File: config.mk
export PLATFORM = sky130hd
export DESIGN_NAME = uvs_queue
export DESIGN_NICKNAME = d
export VERILOG_FILES = /design/src/uvs_pkg.sv /design/src/uvs_queue.sv
export SDC_FILE = /design/constraint.sdc
export NUM_CORES = 1
export LEC_CHECK = 0
export BUFFER_PORTS_ARGS = -buffer_cell sky130_fd_sc_hd__buf_2
export CORE_MARGIN = 4
export CORE_UTILIZATION = 40
export DETAILED_ROUTE_END_ITERATION = 6
export GPL_TIMING_DRIVEN = 0
export PLACE_DENSITY = 0.63
export SKIP_CTS_REPAIR_TIMING = 1
export SKIP_LAST_GASP = 1
export SLEW_MARGIN = 10
export SYNTH_ARGS = -nofsm -noshare
export SYNTH_HDL_FRONTEND = slang
export SYNTH_SLANG_ARGS = --single-unit
File: constraint.sdc
create_clock -name clock -period 3.8 [get_ports clock]
set_input_delay 0.38 -clock clock [delete_from_list [all_inputs] [get_ports clock]]
set_output_delay 0.38 -clock clock [all_outputs]
set_load 0.01 [all_outputs]
File: src/uvs_pkg.sv
// uvs_pkg: shared constants, types and the arctangent constants of the uv sphere generator
package uvs_pkg;

   localparam int COUNT_BITS   = 8;
   localparam int FRAC_BITS    = 14;
   localparam int CORDIC_STEPS = 30;
   localparam int PHASE_BITS   = 32;
   localparam int PHI_QBITS    = 32;
   localparam int THETA_QBITS  = 34;
   localparam int POS_W        = 16;
   localparam int TEX_W        = 15;
   localparam int IDX_W        = 16;
   localparam int CSR_ADDR_W   = 2;
   localparam int XY_W         = 34;
   localparam int Z_W          = 33;
   localparam int TRIG_W       = 32;

   localparam logic [CSR_ADDR_W-1:0] CSR_STACK_COUNT = 2'd0;
   localparam logic [CSR_ADDR_W-1:0] CSR_SLICE_COUNT = 2'd1;

   localparam logic OP_VERTEX = 1'b0;
   localparam logic OP_CELL   = 1'b1;

   localparam logic [COUNT_BITS-1:0] STACK_RESET = 8'd16;
   localparam logic [COUNT_BITS-1:0] SLICE_RESET = 8'd32;
   localparam logic [COUNT_BITS-1:0] STACK_MIN   = 8'd1;
   localparam logic [COUNT_BITS-1:0] SLICE_MIN   = 8'd3;

   localparam logic signed [XY_W-1:0] CORDIC_GAIN = 34'sd652032874;

   typedef logic [COUNT_BITS-1:0] count_type;

   typedef struct packed {
      logic      op;
      logic      oog;
      count_type st;
      count_type sl;
      count_type stacks;
      count_type slices;
   } task_type;

   function automatic logic [31:0] atan_turn(input int i);
      logic [31:0] r;
      case (i)
         0:  r = 32'h20000000;
         1:  r = 32'h12E4051E;
         2:  r = 32'h09FB385B;
         3:  r = 32'h051111D4;
         4:  r = 32'h028B0D43;
         5:  r = 32'h0145D7E1;
         6:  r = 32'h00A2F61E;
         7:  r = 32'h00517C55;
         8:  r = 32'h0028BE53;
         9:  r = 32'h00145F2F;
         10: r = 32'h000A2F98;
         11: r = 32'h000517CC;
         12: r = 32'h00028BE6;
         13: r = 32'h000145F3;
         14: r = 32'h0000A2FA;
         15: r = 32'h0000517D;
         16: r = 32'h000028BE;
         17: r = 32'h0000145F;
         18: r = 32'h00000A30;
         19: r = 32'h00000518;
         20: r = 32'h0000028C;
         21: r = 32'h00000146;
         22: r = 32'h000000A3;
         23: r = 32'h00000051;
         24: r = 32'h00000029;
         25: r = 32'h00000014;
         26: r = 32'h0000000A;
         27: r = 32'h00000005;
         28: r = 32'h00000003;
         29: r = 32'h00000001;
         default: r = 32'h0;
      endcase
      return r;
   endfunction

endpackage

File: src/uvs_queue.sv
// uvs_queue: two-entry request queue between front and back
module uvs_queue import uvs_pkg::*; (
   input  logic     clock,
   input  logic     reset,
   input  logic     push,
   input  task_type push_task,
   output logic     full,
   input  logic     pop,
   output logic     empty,
   output task_type head
);

   logic [1:0] count_ff, count_in;
   logic       wr_ptr_ff, wr_ptr_in;
   logic       rd_ptr_ff, rd_ptr_in;
   task_type   slot_ff [2];

   assign full  = (count_ff == 2'd2);
   assign empty = (count_ff == 2'd0);
   assign head  = slot_ff[rd_ptr_ff];

   always_comb begin
      count_in  = count_ff;
      wr_ptr_in = wr_ptr_ff;
      rd_ptr_in = rd_ptr_ff;
      if (push) begin
         wr_ptr_in = ~wr_ptr_ff;
      end
      if (pop) begin
         rd_ptr_in = ~rd_ptr_ff;
      end
      case ({push, pop})
         2'b10:   count_in = count_ff + 2'd1;
         2'b01:   count_in = count_ff - 2'd1;
         default: count_in = count_ff;
      endcase
   end

   always_ff @(posedge clock) begin
      if (reset) begin
         count_ff  <= 2'd0;
         wr_ptr_ff <= 1'b0;
         rd_ptr_ff <= 1'b0;
      end else begin
         count_ff  <= count_in;
         wr_ptr_ff <= wr_ptr_in;
         rd_ptr_ff <= rd_ptr_in;
      end
   end

   always_ff @(posedge clock) begin
      if (push) begin
         slot_ff[wr_ptr_ff] <= push_task;
      end
   end

endmodule

# After elaboration in Yosys (flattened, before gate mapping)
# Memories as Yosys holds them, arrays and structs flattened. A register that Yosys moved wholly into a read port is not among the register bits.
# Cells that the tools add are included.
dict set report totals {
  mem_bits_rw 68
  input_bits 38
  output_inout_bits 36
  memories 1
  register_bits 4
  wordCells 18
}
dict set report op_classes {
  muxes 5
  n_bitwise 2
  add_sub_neg 2
  n_eq_ne 3
  reduce_logical 2
}
# memory words width rd rd_clocked_by_memory_dff write_ports line_no
set memory_table {}
lappend memory_table {slot_ff 2 34 1 1 1 uvs_queue.sv:16} ;# task_type slot_ff [2];
# op n
set op_table {}
lappend op_table {{2-bit equality test (second input constant)} 2}
lappend op_table {{1-bit 2-to-1 mux} 4}
lappend op_table {{2-bit case mux with 2 select lines} 1}
lappend op_table {{2-bit by 1-bit adder with 2-bit output (second input constant)} 1}
lappend op_table {{2-bit by 1-bit equality test with 1-bit output (second input constant)} 1}
lappend op_table {{2-bit zero test} 1}
lappend op_table {{1-bit NOT} 2}
lappend op_table {{2-bit nonzero test} 1}
lappend op_table {{2-bit by 1-bit subtractor with 2-bit output (second input constant)} 1}

# Longest topological paths before layout
# Gate-level depths: netlist (run 1).
dict set report logic_depth {
  word_depth 3
  mapped_depth 5
  depth_no_buf 5
}

# Worst setup path before layout (run 1)
# Ideal clock, no wire load.
dict set report synth_timing {
  path_type {in2reg}
  startpoint {input port push}
  endpoint {memory slot_ff[0][0] in the netlist's numbering (enable)}
  setup_ps 426
  t_required_ps 3374
  stages 2
  arrival_ps 1869
  path_slack_ps 1506
  path_cell_list {inv_1 -> nor2_1}
}
dict set report synth_via {
  elab_chain_len 2
}
# element line_no
set synth_rtl {}
lappend synth_rtl {{start: declaration} uvs_queue.sv:5} ;# input logic push,
lappend synth_rtl {{1-bit 2-to-1 mux} uvs_queue.sv:52} ;# if (push) begin
lappend synth_rtl {{1-bit 2-to-1 mux (not written as such)} uvs_queue.sv:53} ;# slot_ff[wr_ptr_ff] <= push_task;
lappend synth_rtl {{end: declaration} uvs_queue.sv:16}
# No other way between the ends.

==> results of run 1 <==
## cell usage in the layout, fill, tap and decap left out
cell / count
a21oi_1: 1
and2_2: 1
and2b_2: 1
buf_16: 2
buf_2: 77
clkbuf_1: 1
clkbuf_8: 9
clkinv_2: 1
clkinvlp_4: 4
dfxtp_1: 5
edfxtp_1: 68
ha_1: 1
inv_1: 1
inv_6: 1
mux2_2: 34
nor2_1: 5
nor2_4: 1
o21ai_0: 1
or3_1: 1
xnor2_1: 3
xor2_1: 1
## cells by family after synthesis
group / after synthesis
flops: 73
mux: 34
simple gates: 9
buf+inv: 5
xor+xnor: 4
compound gates: 2
fa+ha+maj: 1
## per-layer routing
layer  vias up  share of wire [%]  GRT usage, %
met5         -                  0             0
met4         0                1.9          7.31
met3         8                6.3          4.06
met2        41                 51          20.6
met1       677                 41          13.8
li1        666                  -             -
## metrics by stage
stage               utilization (%)  hold slack [ps]
CTS                            52.4              204
finish                         52.4              227
global placement               48.7              490
detailed placement             49.7              496
global route                   52.4              201
floorplan                         -              449
## power by group
part / internal [mW] / switching [mW]
Clock: 0.238 / 0.281
Sequential: 0.934 / 0.0136
Combinational: 0.102 / 0.104
Total: 1.27 / 0.399
## how the worst min path moves through the flow
| stage | from | endpoint | cells past startpoint |
|---|---|---|---|
| floorplan | reset | count_ff[1] | 1 |
| global placement | count_ff[1] | count_ff[1] | 2 |
| detailed placement | rd_ptr_ff | register | 2 |
| CTS | push_task[27] | slot_ff[1][27] | 1 |
| global route | push_task[7] | slot_ff[0][7] | 1 |
| finish | push_task[27] | slot_ff[1][27] | 1 |
## area by class of cell
class	count	area share, %
flip-flops and latches	73	64.0
clock inverters	6	1.31
inverters	1	0.112
clock buffers	10	3.81
multi-input cells	50	14.7
well taps	77	2.88
repair buffers	75	12.6
plain buffers	4	0.598
## sequential cells by signal, indices dropped and copies added (netlist names), named ones only
register and flops:
wr_ptr_ff 1, slot_ff 68, count_ff 2, rd_ptr_ff 1
## worst reg2reg max path, stage by stage (launching register included)
cell and delay [ps]:
dfxtp_1 410, and2_2 440, buf_16 220
==> out/results.txt, run 1 <==
Outcome = complete, no violations
Final slew viol count = 0
Top delay family on crit path = buffers and inverters
TritonCTS buffer count = 9
Post-Syn Nets = 167
Mapped Cells = 128
Most frequent cell after synthesis = edfxtp_1
Crit. End Element = primary output
Vias in the first global route = 1485
Min cycle time layout = 2000 ps
Total power = 1.67 mW
Max Cap Violations = 0
Clk root buf = clkbuf_8
Measured slew at the worst slew-check pin = 506 ps
Number of distinct library cells after synthesis = 14
Post-synthesis register bit count = 73
Clk_skew = 6.06 ps
Area of the mapped netlist = 2650 µm²
Share of the synthesized area in the top cell type = 77.1%
Critical path depth = 4
Sequential standard cell area = 2140 µm²
# DRC = 0
Clk slew on worst S/H paths = 80 ps
TritonCTS clock tree = yes
Initial DRC Count = 34
First-pass GRT wire length = 7000 µm
Synth area leaders = edfxtp_1, mux2_2, dfxtp_1
Fraction of layout cells with a size suffix above 1 = 59.8%
EDFF count, synth = 68
Largest family of logic cells by synthesized area = multiplexers
Cell type with the largest total area after synthesis = edfxtp_1
Final wirelength = 4580 µm
Die Span X = 89.4 µm
Critical path required time = 3420 ps
Setup crit start kind = register
Post-synth top cells = edfxtp_1, mux2_2, nor2_1
Vias per Instance = 4.70
Crit path capture = head[21]
Reg2Reg Capture Point = slot_ff[1][0]
Htree depth = 3
Initial Util = 41.5%
Fill count = 557
Cell Rows = 29
IO Pins = 74
CP Data Arrival Time = 1620 ps
Final #Nets = 253
Synthesis-to-finish area growth = 26.3%
Simple-Gate Fraction of Synth Area = 1.65%
Core ar. = 6390 µm²
Top FF cell, synth = edfxtp_1
Final Cycle Share = 52.7%
Antenna diode count = 0
Initial antenna violation count = 0
CP max FO = 10
Buf/Inv on CP = 3
Die H = 89.4 µm
Hold WC Path Type = input port to register
Leak = 1.26 nW
HPWL Detailed = 3080 µm
Crit-path cells = buf_2 -> buf_2 -> mux2_2 -> buf_2
DR pass1 iterations = 4
Post-route cell area = 3350 µm²
Pre-CTS setup slack = 2110 ps
Depth of the worst register-to-register path = 2
Tot GR Track Use = 12.4%
Multi-input gate area = 493 µm²
Final std cells w/o fill = 296
Power density cells = 500 nW/µm²
Clk_lat worst skew = 340 ps
IO Port Bufs = 73
RSZ-0062 raised after global routing = false
Drt wl/cell = 15.5 µm
Max_slew headroom = 66.2%
Largest net degree at the start of global routing = 22
Final setup vio count = 0
Worst VDD drop = 261 µV
Via count = 1392
Yosys warning total = 0
DRT antenna net count = 0
Synth Area in Compound Gates = 0.378%
Synth async-reset ratio = 0%
Placed cell areas = 3180 µm²
Peak Freq = 499 MHz
Internal reg-to-reg setup slack = 2430 ps
Setup slack after layout = 1800 ps
Gp weighted congestion = 0.742
Slowest CP cell = mux2_2
GRT overflow = 0
Post-Synth Adder-Cell Area = 0.472%
Part of the Yosys area used for sequential elements = 80.8%
Multiplexer share of the synthesized area = 14.4%
Synthesized area per cell = 20.7 µm²
Critical path class = register to primary output
RR Startpoint = wr_ptr_ff
Fin. Hold Viols = 0
Top cell by count, worst path = buf_2
Clock sinks = 73
Setup tns final = 0 ps
Synth Area in XOR/XNOR = 1.32%
Max Buffers Root-to-Sink = 2
Die ar. = 7990 µm²
Placed cells = 280
Max incr delay on CP = 380 ps
No activity file was read; power rests on OpenSTA's default activity.
==> inputs of run 2 (changes only) <==
==> constraint.sdc (replaced) <==
create_clock -name clock -period 1.9 [get_ports clock]
set_input_delay 0.19 -clock clock [delete_from_list [all_inputs] [get_ports clock]]
set_output_delay 0.19 -clock clock [all_outputs]
set_load 0.01 [all_outputs]
==> run 2 against run 1 <==
  * Worst setup slack got worse by 1700 ps
  * Wire length rose by 3.8%
  * Global-route usage increased by 0.61 points
  * Combinational power increased by 100%
  * Final area up 1.0%
  * Clock power up 130%
  * Non-clock buffer count unchanged
  * Critical path type unchanged
  * Largest power group unchanged
==> out/results.txt, run 2 (synthesis gave the netlist of run 1 again) <==
Outcome = complete, no violations (unchanged)
Min cycle time layout = 1820 ps
First-pass GRT wire length = 7380 µm (was 7000 µm)
Largest net degree at the start of global routing = 19 (was 22)
Switching share of power = 22.9% (was 23.9%)
Int Pwr = 2.72 mW (was 1.27 mW)
Worst VDD drop = 584 µV (was 261 µV)
Via count = 1397 (was 1392)
Peak Freq = 549 MHz
Max_slew headroom = 60.3% (was 66.2%)
Drt wl/cell = 16.1 µm (was 15.5 µm)
DR pass1 iterations = 3 (was 4)
Clk slew on worst S/H paths = 80 ps (about the same)
Initial antenna violation count = 0 (unchanged)
Final Cycle Share = 95.9%
Commonest non-fill, non-tap cells in the layout = buf_2, edfxtp_1, mux2_2, clkbuf_8 (unchanged)
Setup crit start kind = register (unchanged)
Measured slew at the worst slew-check pin = 595 ps (was 506 ps)
Pre-CTS setup slack = 394 ps (was 2110 ps)
Fraction of layout cells with a size suffix above 1 = 60.3% (was 59.8%)
Max Cap Violations = 0 (unchanged)
Clk_lat worst skew = 330 ps (was 340 ps)
Final #Nets = 253 (unchanged)
Clk_skew = 5.90 ps (was 6.06 ps)
Leak = 1.28 nW (was 1.26 nW)
Die ar. = 7990 µm² (unchanged)
Die Span X = 89.4 µm (unchanged)
Antenna diode count = 0 (unchanged)
IO Pins = 74 (unchanged)
Initial DRC Count = 57 (was 34)
Clock sinks = 73 (unchanged)
Die H = 89.4 µm (unchanged)
Max incr delay on CP = 380 ps (about the same)
Total power = 3.52 mW (was 1.67 mW)
Vias in the first global route = 1550 (was 1485)
Fin. Hold Viols = 0 (unchanged)
HPWL Detailed = 3320 µm (was 3080 µm)
GRT overflow = 0 (unchanged)
Clk root buf = clkbuf_8 (unchanged)
TritonCTS buffer count = 9 (unchanged)
Largest Register = slot_ff (unchanged)
Crit-path cells = buf_2 -> buf_2 -> mux2_2 -> buf_2 (unchanged)
Most common cell after layout, fill and taps aside = buf_2 (unchanged)
# DRC = 0 (unchanged)
Psw = 0.806 mW (was 0.399 mW)
Slowest CP cell = mux2_2 (unchanged)
CP max FO = 10 (unchanged)
Critical path class = register to primary output (unchanged)
Vias per Instance = 4.72 (was 4.70)
Internal reg-to-reg setup slack = 480 ps (was 2430 ps)
Top cell by count, worst path = buf_2 (unchanged)
Setup tns final = 0 ps (unchanged)
Hold WC Path Type = input port to register (unchanged)
Logic pwr share = 11.8% (was 12.3%)
Power density cells = 1040 nW/µm² (was 500 nW/µm²)
Gp weighted congestion = 0.645 (was 0.742)
Cell Rows = 29 (unchanged)
Flip-flop count of the largest register after layout = 68 (unchanged)
Final wirelength = 4750 µm (was 4580 µm)
IO Port Bufs = 73 (unchanged)
Regs by FF count = slot_ff x68, count_ff x2 (unchanged)
RSZ-0062 raised after global routing = true (was false)
Synthesis-to-finish area growth = 27.6% (was 26.3%)
Htree depth = 3 (unchanged)
Max Buffers Root-to-Sink = 2 (unchanged)
Final setup vio count = 0 (unchanged)
TritonCTS clock tree = yes (unchanged)
Initial Util = 41.5% (unchanged)
Tot GR Track Use = 13.0% (was 12.4%)
Critical path required time = 1710 ps (was 3420 ps)
Part of the power in the clock network = 34.4% (was 31.0%)
Crit. End Element = primary output (unchanged)
Setup slack after layout = 77.1 ps (was 1800 ps)
CP Data Arrival Time = 1630 ps (was 1620 ps)
Hold slack = 39.9 ps (was 227 ps)
Final slew viol count = 0 (unchanged)
Reg power frac = 53.8% (was 56.7%)
Core ar. = 6390 µm² (unchanged)
DRT antenna net count = 0 (unchanged)
-- run 2: cell count changes in the layout (fill, tap and decap cells not counted) --
cell / change
clkinvlp_4: -1
clkbuf_1: -1
bufinv_16: +1
clkbuf_8: +1
clkbuf_4: +1
buf_2: -1
-- run 2: worst max-delay path, delay by kind of cell, from the launching register on --
kind	cells	cell delay [ps]
buffers and inverters	3	630
flip-flops	1	310
multiplexers	1	380
-- run 2: worst paths after layout --
path / end / start / cells after the start
setup / recovery: head[6] / register / 4
hold / removal: slot_ff[0][9] / push_task[9] / 1
setup reg to reg: slot_ff[1][25] / wr_ptr_ff / 2
hold reg to reg: count_ff[1] / count_ff[1] / 2
-- run 2: final cells by class --
| type | instances | area [µm²] |
|---|---|---|
| fillers | 560 | 3000 |
| flip-flops and latches | 73 | 2140 |
| multi-input cells | 50 | 493 |
| repair buffers | 75 | 420 |
| clock buffers | 10 | 138 |
| well taps | 77 | 96.3 |
| clock inverters | 6 | 66.3 |
| plain buffers | 4 | 22.5 |
| inverters | 1 | 3.75 |
-- run 2: power by group through the flow --
stage	combinational (mW)	clock, mW	sequential (mW)
2_1_floorplan	0.231	0	1.93
3_3_place_gp	0.398	0	1.93
3_5_place_dp	0.427	0	1.93
4_1_cts	0.428	1.25	1.90
5_1_grt	0.460	1.32	1.91
6_report	0.416	1.21	1.90
-- run 2: metal layers --
metal	global-route usage [%]	share of wire (%)
met4	6.90	1.9
met1	14.4	40
met3	3.59	5.2
met2	22.6	53
met5	0	0
-- run 2: stage by stage --
| step | instance area [µm²] | std cells | util, % |
|---|---|---|---|
| floorplan | 2650 | 128 | - |
| global placement | 3110 | 278 | 48.8 |
| detailed placement | 3180 | 280 | 49.7 |
| CTS | 3380 | 296 | 52.9 |
| global route | 3380 | 296 | 53.0 |
| finish | 3380 | 296 | 53.0 |
