--- config.mk ---
export PLATFORM = sky130hd
export DESIGN_NAME = uvs_front
export DESIGN_NICKNAME = d
export VERILOG_FILES = /design/src/uvs_pkg.sv /design/src/uvs_front.sv
export SDC_FILE = /design/constraint.sdc
export NUM_CORES = 1
export LEC_CHECK = 0
export ABC_AREA = 1
export BUFFER_PORTS_ARGS = -buffer_cell sky130_fd_sc_hd__buf_4
export CORE_ASPECT_RATIO = 1.75
export CORE_MARGIN = 2
export CORE_UTILIZATION = 40
export CTS_CLUSTER_DIAMETER = 50
export DETAILED_ROUTE_END_ITERATION = 10
export PLACE_DENSITY = 0.76
export SYNTH_ARGS = -nofsm -noshare
export SYNTH_HDL_FRONTEND = slang
export SYNTH_SLANG_ARGS = --single-unit
--- constraint.sdc ---
create_clock -name clock -period 1.7 [get_ports clock]
set_input_delay 0.255 -clock clock [delete_from_list [all_inputs] [get_ports clock]]
set_output_delay 0.255 -clock clock [all_outputs]
set_load 0.005 [all_outputs]
--- src/uvs_pkg.sv ---
// uvs_pkg: shared constants, types and the arctangent constants of the uv sphere generator
package uvs_pkg;

   localparam int COUNT_BITS   = 8;
   localparam int FRAC_BITS    = 14;
   localparam int CORDIC_STEPS = 30;
   localparam int PHASE_BITS   = 32;
   localparam int PHI_QBITS    = 32;
   localparam int THETA_QBITS  = 34;
   localparam int POS_W        = 16;
   localparam int TEX_W        = 15;
   localparam int IDX_W        = 16;
   localparam int CSR_ADDR_W   = 2;
   localparam int XY_W         = 34;
   localparam int Z_W          = 33;
   localparam int TRIG_W       = 32;

   localparam logic [CSR_ADDR_W-1:0] CSR_STACK_COUNT = 2'd0;
   localparam logic [CSR_ADDR_W-1:0] CSR_SLICE_COUNT = 2'd1;

   localparam logic OP_VERTEX = 1'b0;
   localparam logic OP_CELL   = 1'b1;

   localparam logic [COUNT_BITS-1:0] STACK_RESET = 8'd16;
   localparam logic [COUNT_BITS-1:0] SLICE_RESET = 8'd32;
   localparam logic [COUNT_BITS-1:0] STACK_MIN   = 8'd1;
   localparam logic [COUNT_BITS-1:0] SLICE_MIN   = 8'd3;

   localparam logic signed [XY_W-1:0] CORDIC_GAIN = 34'sd652032874;

   typedef logic [COUNT_BITS-1:0] count_type;

   typedef struct packed {
      logic      op;
      logic      oog;
      count_type st;
      count_type sl;
      count_type stacks;
      count_type slices;
   } task_type;

   function automatic logic [31:0] atan_turn(input int i);
      logic [31:0] r;
      case (i)
         0:  r = 32'h20000000;
         1:  r = 32'h12E4051E;
         2:  r = 32'h09FB385B;
         3:  r = 32'h051111D4;
         4:  r = 32'h028B0D43;
         5:  r = 32'h0145D7E1;
         6:  r = 32'h00A2F61E;
         7:  r = 32'h00517C55;
         8:  r = 32'h0028BE53;
         9:  r = 32'h00145F2F;
         10: r = 32'h000A2F98;
         11: r = 32'h000517CC;
         12: r = 32'h00028BE6;
         13: r = 32'h000145F3;
         14: r = 32'h0000A2FA;
         15: r = 32'h0000517D;
         16: r = 32'h000028BE;
         17: r = 32'h0000145F;
         18: r = 32'h00000A30;
         19: r = 32'h00000518;
         20: r = 32'h0000028C;
         21: r = 32'h00000146;
         22: r = 32'h000000A3;
         23: r = 32'h00000051;
         24: r = 32'h00000029;
         25: r = 32'h00000014;
         26: r = 32'h0000000A;
         27: r = 32'h00000005;
         28: r = 32'h00000003;
         29: r = 32'h00000001;
         default: r = 32'h0;
      endcase
      return r;
   endfunction

endpackage

--- src/uvs_front.sv ---
// uvs_front: count registers, clamping and grid classification of each request
module uvs_front import uvs_pkg::*; (
   input  logic                  clock,
   input  logic                  reset,
   input  logic                  csr_valid,
   output logic                  csr_ready,
   input  logic [CSR_ADDR_W-1:0] csr_index,
   input  logic [COUNT_BITS-1:0] csr_data,
   input  logic                  req_valid,
   output logic                  req_ready,
   input  logic                  req_operation,
   input  logic [COUNT_BITS-1:0] req_stack_index,
   input  logic [COUNT_BITS-1:0] req_slice_index,
   input  logic                  queue_full,
   output logic                  push,
   output task_type              push_task
);

   count_type stack_count_ff, stack_count_in;
   count_type slice_count_ff, slice_count_in;
   count_type stacks, slices;
   logic      vertex_oog, quad_oog;

   assign csr_ready = 1'b1;

   always_comb begin
      stack_count_in = stack_count_ff;
      slice_count_in = slice_count_ff;
      if (csr_valid && csr_index == CSR_STACK_COUNT) begin
         stack_count_in = csr_data;
      end
      if (csr_valid && csr_index == CSR_SLICE_COUNT) begin
         slice_count_in = csr_data;
      end
   end

   always_ff @(posedge clock) begin
      if (reset) begin
         stack_count_ff <= STACK_RESET;
         slice_count_ff <= SLICE_RESET;
      end else begin
         stack_count_ff <= stack_count_in;
         slice_count_ff <= slice_count_in;
      end
   end

   assign stacks = (stack_count_ff < STACK_MIN) ? STACK_MIN : stack_count_ff;
   assign slices = (slice_count_ff < SLICE_MIN) ? SLICE_MIN : slice_count_ff;

   assign vertex_oog = (req_stack_index > stacks) || (req_slice_index > slices);
   assign quad_oog   = (req_stack_index >= stacks) || (req_slice_index >= slices);

   assign req_ready = ~queue_full;
   assign push      = req_valid & ~queue_full;

   always_comb begin
      push_task.op     = req_operation;
      push_task.oog    = (req_operation == OP_VERTEX) ? vertex_oog : quad_oog;
      push_task.st     = req_stack_index;
      push_task.sl     = req_slice_index;
      push_task.stacks = stacks;
      push_task.slices = slices;
   end

endmodule

# Word-level counts from Yosys, hierarchy flattened
# Cells that the tools add are included.
[op_classes]
magnitude_cmp = 6
eq_ne = 1
muxes = 3
bitwise_logic = 2
n_reduce_logical = 5
[ops]
columns = ["operator", "n"]
rows = [
  [">= comparator 8 bit", 2],
  ["> comparator 8 bit", 2],
  ["two-way mux 8 bit", 2],
  ["less-than comparator 8 x 1 -> 1 bit (second input constant)", 1],
  ["less-than comparator 8 x 2 -> 1 bit (second input constant)", 1],
  ["== test 2 x 1 -> 1 bit (second input constant)", 1],
  ["logical AND 1 bit", 2],
  ["logical NOT 2 bit", 1],
  ["logical OR 1 bit", 2],
  ["bitwise AND 1 bit", 1],
  ["two-way mux 1 bit", 1],
  ["NOT 1 bit", 1],
]
[word_totals]
ff_bits = 16
in_bits = 32
out_inout_bits = 37
wordCells = 19

# Longest topological paths before layout
# Gate-level depths: netlist of run 1.
[depth]
word_depth = 5
ltp_mapped = 16
mapped_depth_nobuf = 16

# Worst setup path after synthesis of run 1
# Ideal clock, no wire load.
[synth_path]
path_type = "flip-flop to output port"
start = "reg stack_count_ff[6]"
end = "out push_task[32] (netlist bit)"
arrival_time_ns = 1.565
setup_slack_ns = -0.120
stages_incl_launch_ff = 14
n_path_buf = 0
cell_sequence = "dfxtp_1 -> inv_1 -> nand4_1 -> o41ai_1 -> ha_1 -> inv_1 -> nand2_1 -> nand2_1 -> nand2_1 -> nand2_1 -> a21oi_1 -> nand3_1 -> nand2_1 -> nand2_1"
[synth_rtl]
columns = ["item", "line_no", "rtl"]
rows = [
  ["start, declared", "uvs_front.sv:19", "count_type stack_count_ff, stack_count_in;"],
  ["start signal, assigned", "uvs_front.sv:42", "stack_count_ff <= stack_count_in;"],
  ["end, declared", "uvs_front.sv:16", "output task_type push_task"],
]

==> results of run 1 <==
-- placed cells by master, fill, tap and decap left out --
master,Yosys,layout
buf_4,18,96
nand2_1,38,38
inv_1,36,35
a21oi_1,18,18
ha_1,16,16
dfxtp_1,16,16
o21ai_0,9,9
nand3_1,7,7
nand4_1,4,4
nor2_1,4,4
clkbuf_8,0,4
inv_2,1,2
o21ai_1,2,2
a211oi_2,0,1
o41ai_2,0,1
or2_4,0,1
nor3_2,1,1
o21ai_2,1,1
nor2_2,1,1
o211ai_1,1,1
conb_1,1,1
-- per-layer routing --
layer,vias to the layer above,track usage,wire [µm]
met5,-,0,0
met4,0,0.0667,58
met3,4,0.0159,194
met2,52,0.303,1530
met1,558,0.167,1050
li1,717,-,-
-- worst min-delay path by stage --
stage                                   end  startpoint  slack, ns  cells past startpoint
final                     slice_count_ff[0]       reset       0.17                      2
after global routing      slice_count_ff[1]       reset       0.18                      2
after CTS                 slice_count_ff[0]       reset       0.17                      2
after detailed placement  slice_count_ff[0]       reset       0.43                      2
after global placement    slice_count_ff[0]       reset       0.43                      2
after floorplan           slice_count_ff[0]       reset       0.32                      1
-- timing repair --
item,in CTS,in global routing
pin swaps,1,0
gates resized for setup,0,1
buffers inserted,0,0
setup endpoints to repair,1,1
-- worst max-delay path, delay by kind of cell (launching register included) --
family | cells | cell delay, ns
fa+ha+maj | 1 | 0.29
flops | 1 | 0.31
compound gates | 1 | 0.22
buf+inv | 3 | 0.23
simple gates | 11 | 0.63
-- cell families after synthesis --
family	after synthesis
buf+inv	71
simple gates	56
compound gates	33
fa+ha+maj	16
flops	16
other cells	1
-- final cells by class --
type,count,area [µm²]
Clock buffer,4,55.1
Fill cell,298,1180
Inverter,37,139
Multi-Input combinational cell,106,637
Sequential cell,16,320
Tap cell,43,53.8
Timing Repair Buffer,96,721
-- through the flow --
stage,std cells,worst slack (ns),total power (µW),instance area (µm²),hold WS [ns]
2_1_floorplan,193,-0.0297,602,1300,0.324
3_3_place_gp,298,-0.234,769,1870,0.428
3_5_place_dp,298,-0.257,778,1870,0.434
4_1_cts,302,-0.528,1110,1930,0.173
5_1_grt,302,-0.701,1170,1930,0.181
6_report,302,-0.496,1100,1930,0.175
-- power by group through the flow --
stage          combinational [µW]  clock [µW]  sequential [µW]
6_report                      362         333              404
5_1_grt                       411         352              406
4_1_cts                       367         335              404
3_5_place_dp                  366           0              412
3_3_place_gp                  357           0              412
2_1_floorplan                 191           0              411
-- state kept, by name, summed over array words and instances, names as in the netlist --
name	count
stack_count_ff	8
slice_count_ff	8
==> run_results.csv, run 1 <==
group,metric,value,unit
cts,clock_sinks,16,
finish,post_route_cells_drive_above_1_share,0.417,
run,max_cap_viol_count,0,
logic_synthesis,synthCells,193,
power,combinationalPowerShare,0.329,
run_status,failed_checks,"negative setup slack",
routing,routedWlPerCell,9.38,µm
finish,utilization,0.620,
power,net_switching_power_figure,294,µW
sta,final_min_period_over_clock_period,1.29,
finish,syn2layout_area_growth,49.7,%
cts,clkSlewWorstSetupHoldPaths,0.06,ns
worst_setup_path,max_fanout_on_critical_path,2,
logic_synthesis,synth.yosys.warnings,0,
logic_synthesis,synthesis.nets,241,
routing,drt-vias-per-instance,4.41,
logic_synthesis,synth-seq-area-share,0.249,
cts,clock_tree.buffer_depth,2,
sta,final_hold_violations,0,
worst_setup_path,worst_setup_path_start_kind,"register",
min_path,hp-class,"input pin to register",
power,seq_power_share,0.368,
worst_setup_path,setup_crit_end_kind,"primary output",
floorplanning,start_util,0.414,
sta,post-route-worst-setup-slack,-0.496,ns
worst_setup_path,regToRegSetupSlack,0.90,ns
worst_setup_path,setup.worst_path.start,"slice_count_ff[2]",
logic_synthesis,yosysMostFrequentCell,"nand2_1",
routing,detail_route.wirelength,2.83,mm
worst_setup_path,path_type_of_the_worst_setup_path,"register to primary output",
worst_setup_path,r2r.worst_path.cells,4,
logic_synthesis,post-synth-top-area-fraction,0.249,
logic_synthesis,synth.distinct_cells,23,
logic_synthesis,postSynthRegisterBits,16,
place,finalWeightedCongestion,0.727,
routing,drtPass1Iterations,4,
grt,antenna_found_initial,0,
finish,nNetsFinal,308,
floorplanning,die_height,79.0,µm
sta,min_period,2.20,ns
logic_synthesis,muxShareOfSynthArea,0,
worst_setup_path,required,1.44,ns
grt,grt_max_degree,15,
worst_setup_path,worst_path_most_repeated_cell,"nand2_1",
sta,finClkSkew,0,ns
logic_synthesis,main_combinational_cell_family_by_area_after_synthesis,"buffers and inverters",
worst_setup_path,cp_slowest_stage_delay,0.31,ns
routing,num_vias,1331,
cts,tritoncts,"done",
grt,grt_pass1_wl,4.47,mm
cts,tritoncts.num_buffers,3,
worst_setup_path,cpMaxStageDelayCell,"dfxtp_1",
grt,groute.usage.overall,0.161,
grt,grt_pass1_vias,1189,
logic_synthesis,post_synth_most_frequent_cells,"38 x nand2_1, 36 x inv_1, 18 x a21oi_1, 18 x buf_4",
sta,report.final.setup_viol,1,
power,pwr_density_cell,571,nW/µm²
logic_synthesis,synth_cell_area,1290,µm²
logic_synthesis,synth_compound_gate_area_share,0.138,
place,dp_hpwl,2.52,mm
sta,final_max_slew_viol_count,0,
cts,htreeDepth,1,
logic_synthesis,ys_async_sr_fraction,0,
worst_setup_path,r2r_end,"stack_count_ff[1]",
sta,rsz0062_at_grt,"yes",
floorplanning,rows,27,
worst_setup_path,capture_point_of_the_worst_path,"push_task[32]",
logic_synthesis,ys.flop_type,"dfxtp_1",
logic_synthesis,synth-xor-area-share,0,
sta,final_setup_tns,-0.496,ns
grt,globalRouteOverflowTotal,0,
sta,maxClockFrequency,455,MHz
logic_synthesis,synth_fa_ha_area_frac,0.156,
floorplanning,boundaryPins,69,
routing,drc,0,
power,power.share.clock,0.303,
floorplanning,design.core.area,3110,µm²
logic_synthesis,yosys-top-cells-area,"dfxtp_1 25%, ha_1 16%, nand2_1 11%",
routing,antenna_left,0,
power,power.static_leakage,0.00108,µW
worst_setup_path,crit-reg2reg-launch,"stack_count_ff[1]",
power,intPower,806,µW
logic_synthesis,synth_enable_flop_cells,0,
cts,cts_root_buffer,"clkbuf_8",
power,power.ir.vdd_worst,0.000629,V
finish,insertedDiodeCount,0,
cts,post_cts_hold_buffer_count,0,
logic_synthesis,synth_area_leader_cell,"dfxtp_1",
run_status,outcome,"complete, but fails checks",
worst_setup_path,worstPathArrival,1.94,ns
routing,drc_violation_total_after_the_first_tritonroute_iteration,18,
floorplanning,die-area,3700,µm²
power,swShare,0.267,
place,io_buffers,67,
worst_setup_path,cp_cell_sequence,"inv_1 -> nand2_1 -> a211oi_2 -> nor2_1 -> ha_1 -> nand2_1 -> nand2_1 -> nand2_1 -> nand2_1 -> nand2_1 -> nand2_1 -> inv_1 -> nand3_1 -> nand2_1 -> nand2_1 -> buf_4",
cts,clock_latency,0.25,ns
floorplanning,die_w,46.9,µm
logic_synthesis,synth.avg_cell_area,6.66,µm²
logic_synthesis,synthSimpleGateAreaFrac,0.187,
(Power assumes the default switching activity.)
==> inputs of run 2 (changes only) <==
Settings changed: CELL_PAD_IN_SITES_DETAIL_PLACEMENT from default to 0, CELL_PAD_IN_SITES_GLOBAL_PLACEMENT from default to 1, CORE_UTILIZATION 40 to 27, PLACE_DENSITY 0.76 to default, PLACE_DENSITY_LB_ADDON from default to 0.1.
==> run_results.csv, run 2 (synthesis gave the netlist of run 1 again) <==
group,metric,value,unit
grt,grt_pass1_vias,1364,
routing,detail_route.wirelength,3.68,mm
sta,rsz0062_at_grt,"yes",
finish,post_route_cells_drive_above_1_share,0.450,
floorplanning,design.core.area,4620,µm²
place,placement.setup.worst_slack,-0.335,ns
worst_setup_path,regToRegSetupSlack,0.94,ns
power,pwr_density_cell,578,nW/µm²
finish,insertedDiodeCount,0,
routing,drt-vias-per-instance,4.47,
cts,clock_latency,0.25,ns
sta,post-route-worst-setup-slack,-0.653,ns
cts,clock_tree.buffer_depth,2,
run_status,outcome,"complete, but fails checks",
cts,clkSlewWorstSetupHoldPaths,0.07,ns
place,io_buffers,67,
cts,tritoncts,"done",
place,dp_hpwl,3.17,mm
sta,final_hold_violations,0,
run,max_cap_viol_count,0,
worst_setup_path,setup_crit_end_kind,"primary output",
sta,timing.hold.ws,0.178,ns
routing,routedWlPerCell,11.8,µm
min_path,hp-class,"input pin to register",
floorplanning,die-area,5350,µm²
cts,cts_root_buffer,"clkbuf_8",
floorplanning,rows,33,
floorplanning,boundaryPins,69,
floorplanning,die_height,95.3,µm
power,power.ir.vdd_worst,0.000335,V
routing,drc_violation_total_after_the_first_tritonroute_iteration,36,
run_status,failed_checks,"negative setup slack",
sta,finClkSkew,0,ns
sta,min_period,2.35,ns
cts,htreeDepth,1,
worst_setup_path,max_fanout_on_critical_path,2,
floorplanning,die_w,56.2,µm
worst_setup_path,path_type_of_the_worst_setup_path,"register to primary output",
floorplanning,start_util,0.278,
grt,grt_pass1_wl,5.91,mm
routing,drtPass1Iterations,4,
worst_setup_path,worstPathArrival,2.10,ns
routing,drc,0,
worst_setup_path,capture_point_of_the_worst_path,"push_task[32]",
grt,globalRouteOverflowTotal,0,
cts,clock_sinks,16,
grt,antenna_found_initial,0,
finish,multi_input_area,647,µm²
sta,maxClockFrequency,425,MHz
finish,final_common_cell,"buf_4",
finish,nNetsFinal,309,
finish,syn2layout_area_growth,52.5,%
worst_setup_path,crit-reg2reg-launch,"stack_count_ff[4]",
worst_setup_path,r2r.worst_path.cells,3,
worst_setup_path,r2r_end,"stack_count_ff[4]",
finish,area.sequential,324,µm²
grt,groute.usage.overall,0.141,
grt,grt_max_degree,15,
cts,post_cts_hold_buffer_count,0,
sta,report.final.setup_viol,1,
power,power.static_leakage,0.00109,µW
sta,final_max_slew_viol_count,0,
finish,fillerInstances,488,
sta,final_setup_tns,-0.653,ns
worst_setup_path,required,1.44,ns
place,finalWeightedCongestion,0.858,
worst_setup_path,setup.worst_path.start,"slice_count_ff[4]",
finish,mostFrequentLayoutCells,"96 x buf_4, 36 x nand2_1, 33 x inv_1",
sta,final_min_period_over_clock_period,1.38,
routing,antenna_left,0,
finish,reg_top3,"slice_count_ff: 8 flops, stack_count_ff: 8 flops",
routing,num_vias,1395,
worst_setup_path,worst_setup_path_start_kind,"register",
cts,tritoncts.num_buffers,3,
==> run 2: cell count changes in the layout (fill, tap and decap cells not counted), sizes merged <==
cell and change:
buf +1
==> run 2: what timing repair did <==
| action | CTS | global route |
|---|---|---|
| pin swaps | 0 | 6 |
| buffers inserted | 0 | 1 |
| setup endpoints to repair | 1 | 1 |
| resized for setup | 0 | 10 |
==> run 2: worst min-delay path by stage <==
stage | slack (ns) | cells after the start | startpoint | end
2_1_floorplan | 0.32 | 1 | reset | slice_count_ff[0]
3_3_place_gp | 0.44 | 2 | reset | slice_count_ff[0]
3_5_place_dp | 0.44 | 2 | reset | slice_count_ff[0]
4_1_cts | 0.17 | 2 | reset | slice_count_ff[0]
5_1_grt | 0.18 | 2 | reset | slice_count_ff[0]
6_report | 0.18 | 2 | reset | slice_count_ff[0]
==> run 2: worst max-delay path, cell delays in order (launching register included) <==
cell      delay, ns
dfxtp_2        0.32
inv_1          0.06
nand4_1        0.12
a211oi_2       0.25
nor2_1         0.10
ha_1           0.31
nand2_1        0.06
nand2_1        0.04
nand2_1        0.05
nand2_1        0.06
nand2_2        0.08
nand2_2        0.06
inv_2          0.06
nand3_2        0.05
nand2_1        0.07
nand2_1        0.06
buf_6          0.11
==> run 2: area by class of cell <==
cell class	instances	share of cell area
Inverter	37	0.0708
Sequential cell	16	0.165
Tap cell	52	0.0332
Clock buffer	4	0.0281
Timing Repair Buffer	97	0.373
Multi-Input combinational cell	106	0.330
==> run 2: through the flow <==
step	instance area, µm²	total power, µW	utilization	instances
4_1_cts	1940	1140	0.419	311
5_1_grt	1960	1220	0.424	312
2_1_floorplan	1300	602	-	193
6_report	1960	1130	0.424	312
3_5_place_dp	1880	792	0.407	307
3_3_place_gp	1880	786	0.407	307
==> run 2: per-layer routing <==
| layer | track usage | part of all wire | vias to the layer above |
|---|---|---|---|
| met5 | 0 | 0 | - |
| met4 | 0.0615 | 0.024 | 0 |
| met3 | 0.0176 | 0.057 | 9 |
| met2 | 0.286 | 0.57 | 54 |
| met1 | 0.138 | 0.35 | 613 |
| li1 | - | - | 719 |
==> run 2: report_power, final <==
part | internal (µW) | leakage (µW) | switching (µW) | total (µW)
clock network | 206 | 0.0000288 | 139 | 345
registers | 395 | 0.000131 | 11.2 | 406
logic | 213 | 0.000926 | 171 | 384
==> inputs of run 3 (changes only) <==
Settings changed: ABC_AREA 1 to default.
==> run_results.csv, run 3 <==
group,metric,value,unit
place,finalWeightedCongestion,0.814,
routing,drc_violation_total_after_the_first_tritonroute_iteration,8,
finish,multi_input_area,683,µm²
worst_setup_path,setup_crit_end_kind,"primary output",
logic_synthesis,post-synth-top-area-fraction,0.258,
routing,antenna_left,0,
logic_synthesis,ys_async_sr_fraction,0,
logic_synthesis,synth.distinct_cells,27,
sta,final_min_period_over_clock_period,1.36,
finish,nNetsFinal,274,
logic_synthesis,synth-seq-area-share,0.258,
place,dpl_cell_area,1810,µm²
worst_setup_path,worst-path-buf-inv,1,
grt,grt_pass1_wl,5.38,mm
floorplanning,die-area,5180,µm²
worst_setup_path,cpMaxStageDelayCell,"dfxtp_2",
logic_synthesis,post_synth_most_frequent_cells,"23 x nor2_1, 19 x buf_4, 19 x inv_1",
logic_synthesis,yosysMostFrequentCell,"nor2_1",
finish,area.sequential,323,µm²
sta,tightest_slew,0.528,ns
grt,groute.usage.overall,0.127,
grt,antenna_found_initial,0,
cts,clock_tree.buffer_depth,2,
routing,routedWlPerCell,12.1,µm
floorplanning,die_w,55.3,µm
worst_setup_path,cp_slowest_stage_delay,0.33,ns
place,io_buffers,67,
worst_setup_path,max_fanout_on_critical_path,2,
grt,grt_pass1_vias,1240,
routing,drc,0,
routing,num_vias,1231,
worst_setup_path,critical-path-top-delay-family,"compound AO/OA/AOI/OAI gates",
min_path,hp-class,"input pin to register",
cts,clock_sinks,16,
worst_setup_path,required,1.44,ns
sta,finClkSkew,0,ns
run_status,failed_checks,"negative setup slack",
floorplanning,start_util,0.282,
logic_synthesis,synth.yosys.warnings,0,
run,max_cap_viol_count,0,
sta,maxClockFrequency,433,MHz
place,dp_hpwl,2.92,mm
routing,detail_route.wirelength,3.35,mm
worst_setup_path,path_type_of_the_worst_setup_path,"register to primary output",
cts,htreeDepth,1,
sta,final_max_slew_viol_count,0,
finish,reg_top3,"slice_count_ff: 8 flops, stack_count_ff: 8 flops",
finish,insertedDiodeCount,0,
cts,tritoncts.num_buffers,3,
logic_synthesis,yosys-top-cells-area,"dfxtp_1 26%, ha_1 16%, buf_4 11%",
sta,min_period,2.31,ns
finish,final_common_cell,"buf_4",
logic_synthesis,postSynthRegisterBits,16,
cts,cts_root_buffer,"clkbuf_8",
run_status,outcome,"complete, but fails checks",
cts,clkSlewWorstSetupHoldPaths,0.06,ns
sta,timing.max_slew.rel_slack,0.647,
logic_synthesis,ys.flop_type,"dfxtp_1",
power,pwr_density_cell,543,nW/µm²
worst_setup_path,worstPathArrival,2.06,ns
worst_setup_path,cp_cell_sequence,"nor4_4 -> a21oi_2 -> ha_1 -> nor2b_1 -> o211ai_1 -> a211o_1 -> o2111ai_2 -> buf_4",
logic_synthesis,synth_enable_flop_cells,0,
power,power.static_leakage,0.00102,µW
worst_setup_path,worst_setup_path_start_kind,"register",
grt,grt_max_degree,17,
sta,report.final.setup_viol,1,
finish,mostFrequentLayoutCells,"96 x buf_4, 23 x nor2_1, 19 x inv_1",
sta,rsz0062_at_grt,"yes",
logic_synthesis,synthesis.nets,207,
floorplanning,design.core.area,4400,µm²
grt,globalRouteOverflowTotal,0,
floorplanning,boundaryPins,69,
finish,utilization,0.435,
finish,post_route_cells_drive_above_1_share,0.480,
routing,drt-vias-per-instance,4.46,
logic_synthesis,synth_area_leader_cell,"dfxtp_1",
sta,timing.hold.ws,0.225,ns
cts,clock_latency,0.24,ns
logic_synthesis,synthCells,159,
logic_synthesis,synth.avg_cell_area,7.81,µm²
finish,fillerInstances,488,
cts,tritoncts,"done",
finish,layout.cell_area.non_filler,1920,µm²
power,power.ir.vdd_worst,0.000485,V
floorplanning,rows,32,
finish,syn2layout_area_growth,54.4,%
routing,drtPass1Iterations,3,
floorplanning,die_height,93.7,µm
sta,post-route-worst-setup-slack,-0.612,ns
logic_synthesis,synth_cell_area,1240,µm²
sta,final_hold_violations,0,
[run 3: cell count changes in the layout (fill, tap and decap cells not counted), sizes merged, moves of 2 or more]
| cell | previous run | this run |
|---|---|---|
| nand2b | 0 | 2 |
| a211o | 0 | 3 |
| nor2 | 5 | 23 |
| inv | 37 | 19 |
| nor2b | 0 | 3 |
| o21ai | 12 | 2 |
| nand2 | 38 | 3 |
| a21o | 0 | 2 |
| nand3 | 7 | 0 |
| nor4 | 0 | 2 |
| mux2i | 0 | 8 |
| a21oi | 18 | 12 |
[run 3: final timing paths]
| path | startpoint | cells after the start | to | slack (ns) |
|---|---|---|---|---|
| worst max-delay path | slice_count_ff[6] | 8 | push_task[32] | -0.61 |
| worst min-delay path | csr_data[4] | 2 | stack_count_ff[4] | 0.22 |
| worst max register to register | stack_count_ff[4] | 5 | stack_count_ff[4] | 0.61 |
| worst min register to register | stack_count_ff[0] | 2 | stack_count_ff[0] | 0.56 |
[run 3: metal layers]
layer  GRT usage  share of wire  vias to the layer above
met5           0              0                        -
met4      0.0305         0.0036                        0
met3      0.0179          0.054                        2
met2       0.249           0.57                       34
met1       0.140           0.37                      564
li1            -              -                      631
[run 3: cell type report]
type,count,share of cell area
clock buffer,4,0.0287
inverter,19,0.0372
multi-input combinational,90,0.356
sequential,16,0.168
tap,51,0.0333
timing repair buffer,96,0.376
[run 3: repair_timing]
item / 4_1_cts / 5_1_grt
setup endpoints to repair: 1 / 1
hold buffers: 0 / 0
buffers inserted: 2 / 0
gates resized for setup: 5 / 2
pin swaps: 5 / 1
[run 3: cell families (layout without fill, tap and decap cells)]
| logic type | count (synthesis) | count (layout) | synth area share |
|---|---|---|---|
| buf+inv | 53 | 119 | 0.224 |
| simple gates | 40 | 40 | 0.160 |
| compound gates | 25 | 25 | 0.129 |
| fa+ha+maj | 16 | 16 | 0.161 |
| flops | 16 | 16 | 0.258 |
| mux | 8 | 8 | 0.0645 |
| other cells | 1 | 1 | 0.00302 |
[run 3: stage by stage]
stage,worst slack (ns),setup TNS (ns),instances,total power [µW]
floorplan,-0.104,-0.104,159,556
global placement,-0.350,-0.350,270,704
detailed placement,-0.375,-0.375,270,710
CTS,-0.638,-0.638,276,1060
global route,-0.733,-0.733,276,1100
finish,-0.612,-0.612,276,1040
[run 3: power breakdown]
part           total [µW]  switching, µW  leakage, µW  internal, µW
combinational         310            125     0.000864           185
clock                 332            127    0.0000288           205
sequential            399           10.4     0.000130           389
total                1040            262      0.00102           779
[run 3: worst register-to-register path, delay by kind of cell, from the launching register on]
kind / cells / cell delay, ns
AOI/OAI and AO/OA: 1 / 0.30
and+or+nand+nor: 1 / 0.03
DFF: 1 / 0.33
buffers and inverters: 3 / 0.31
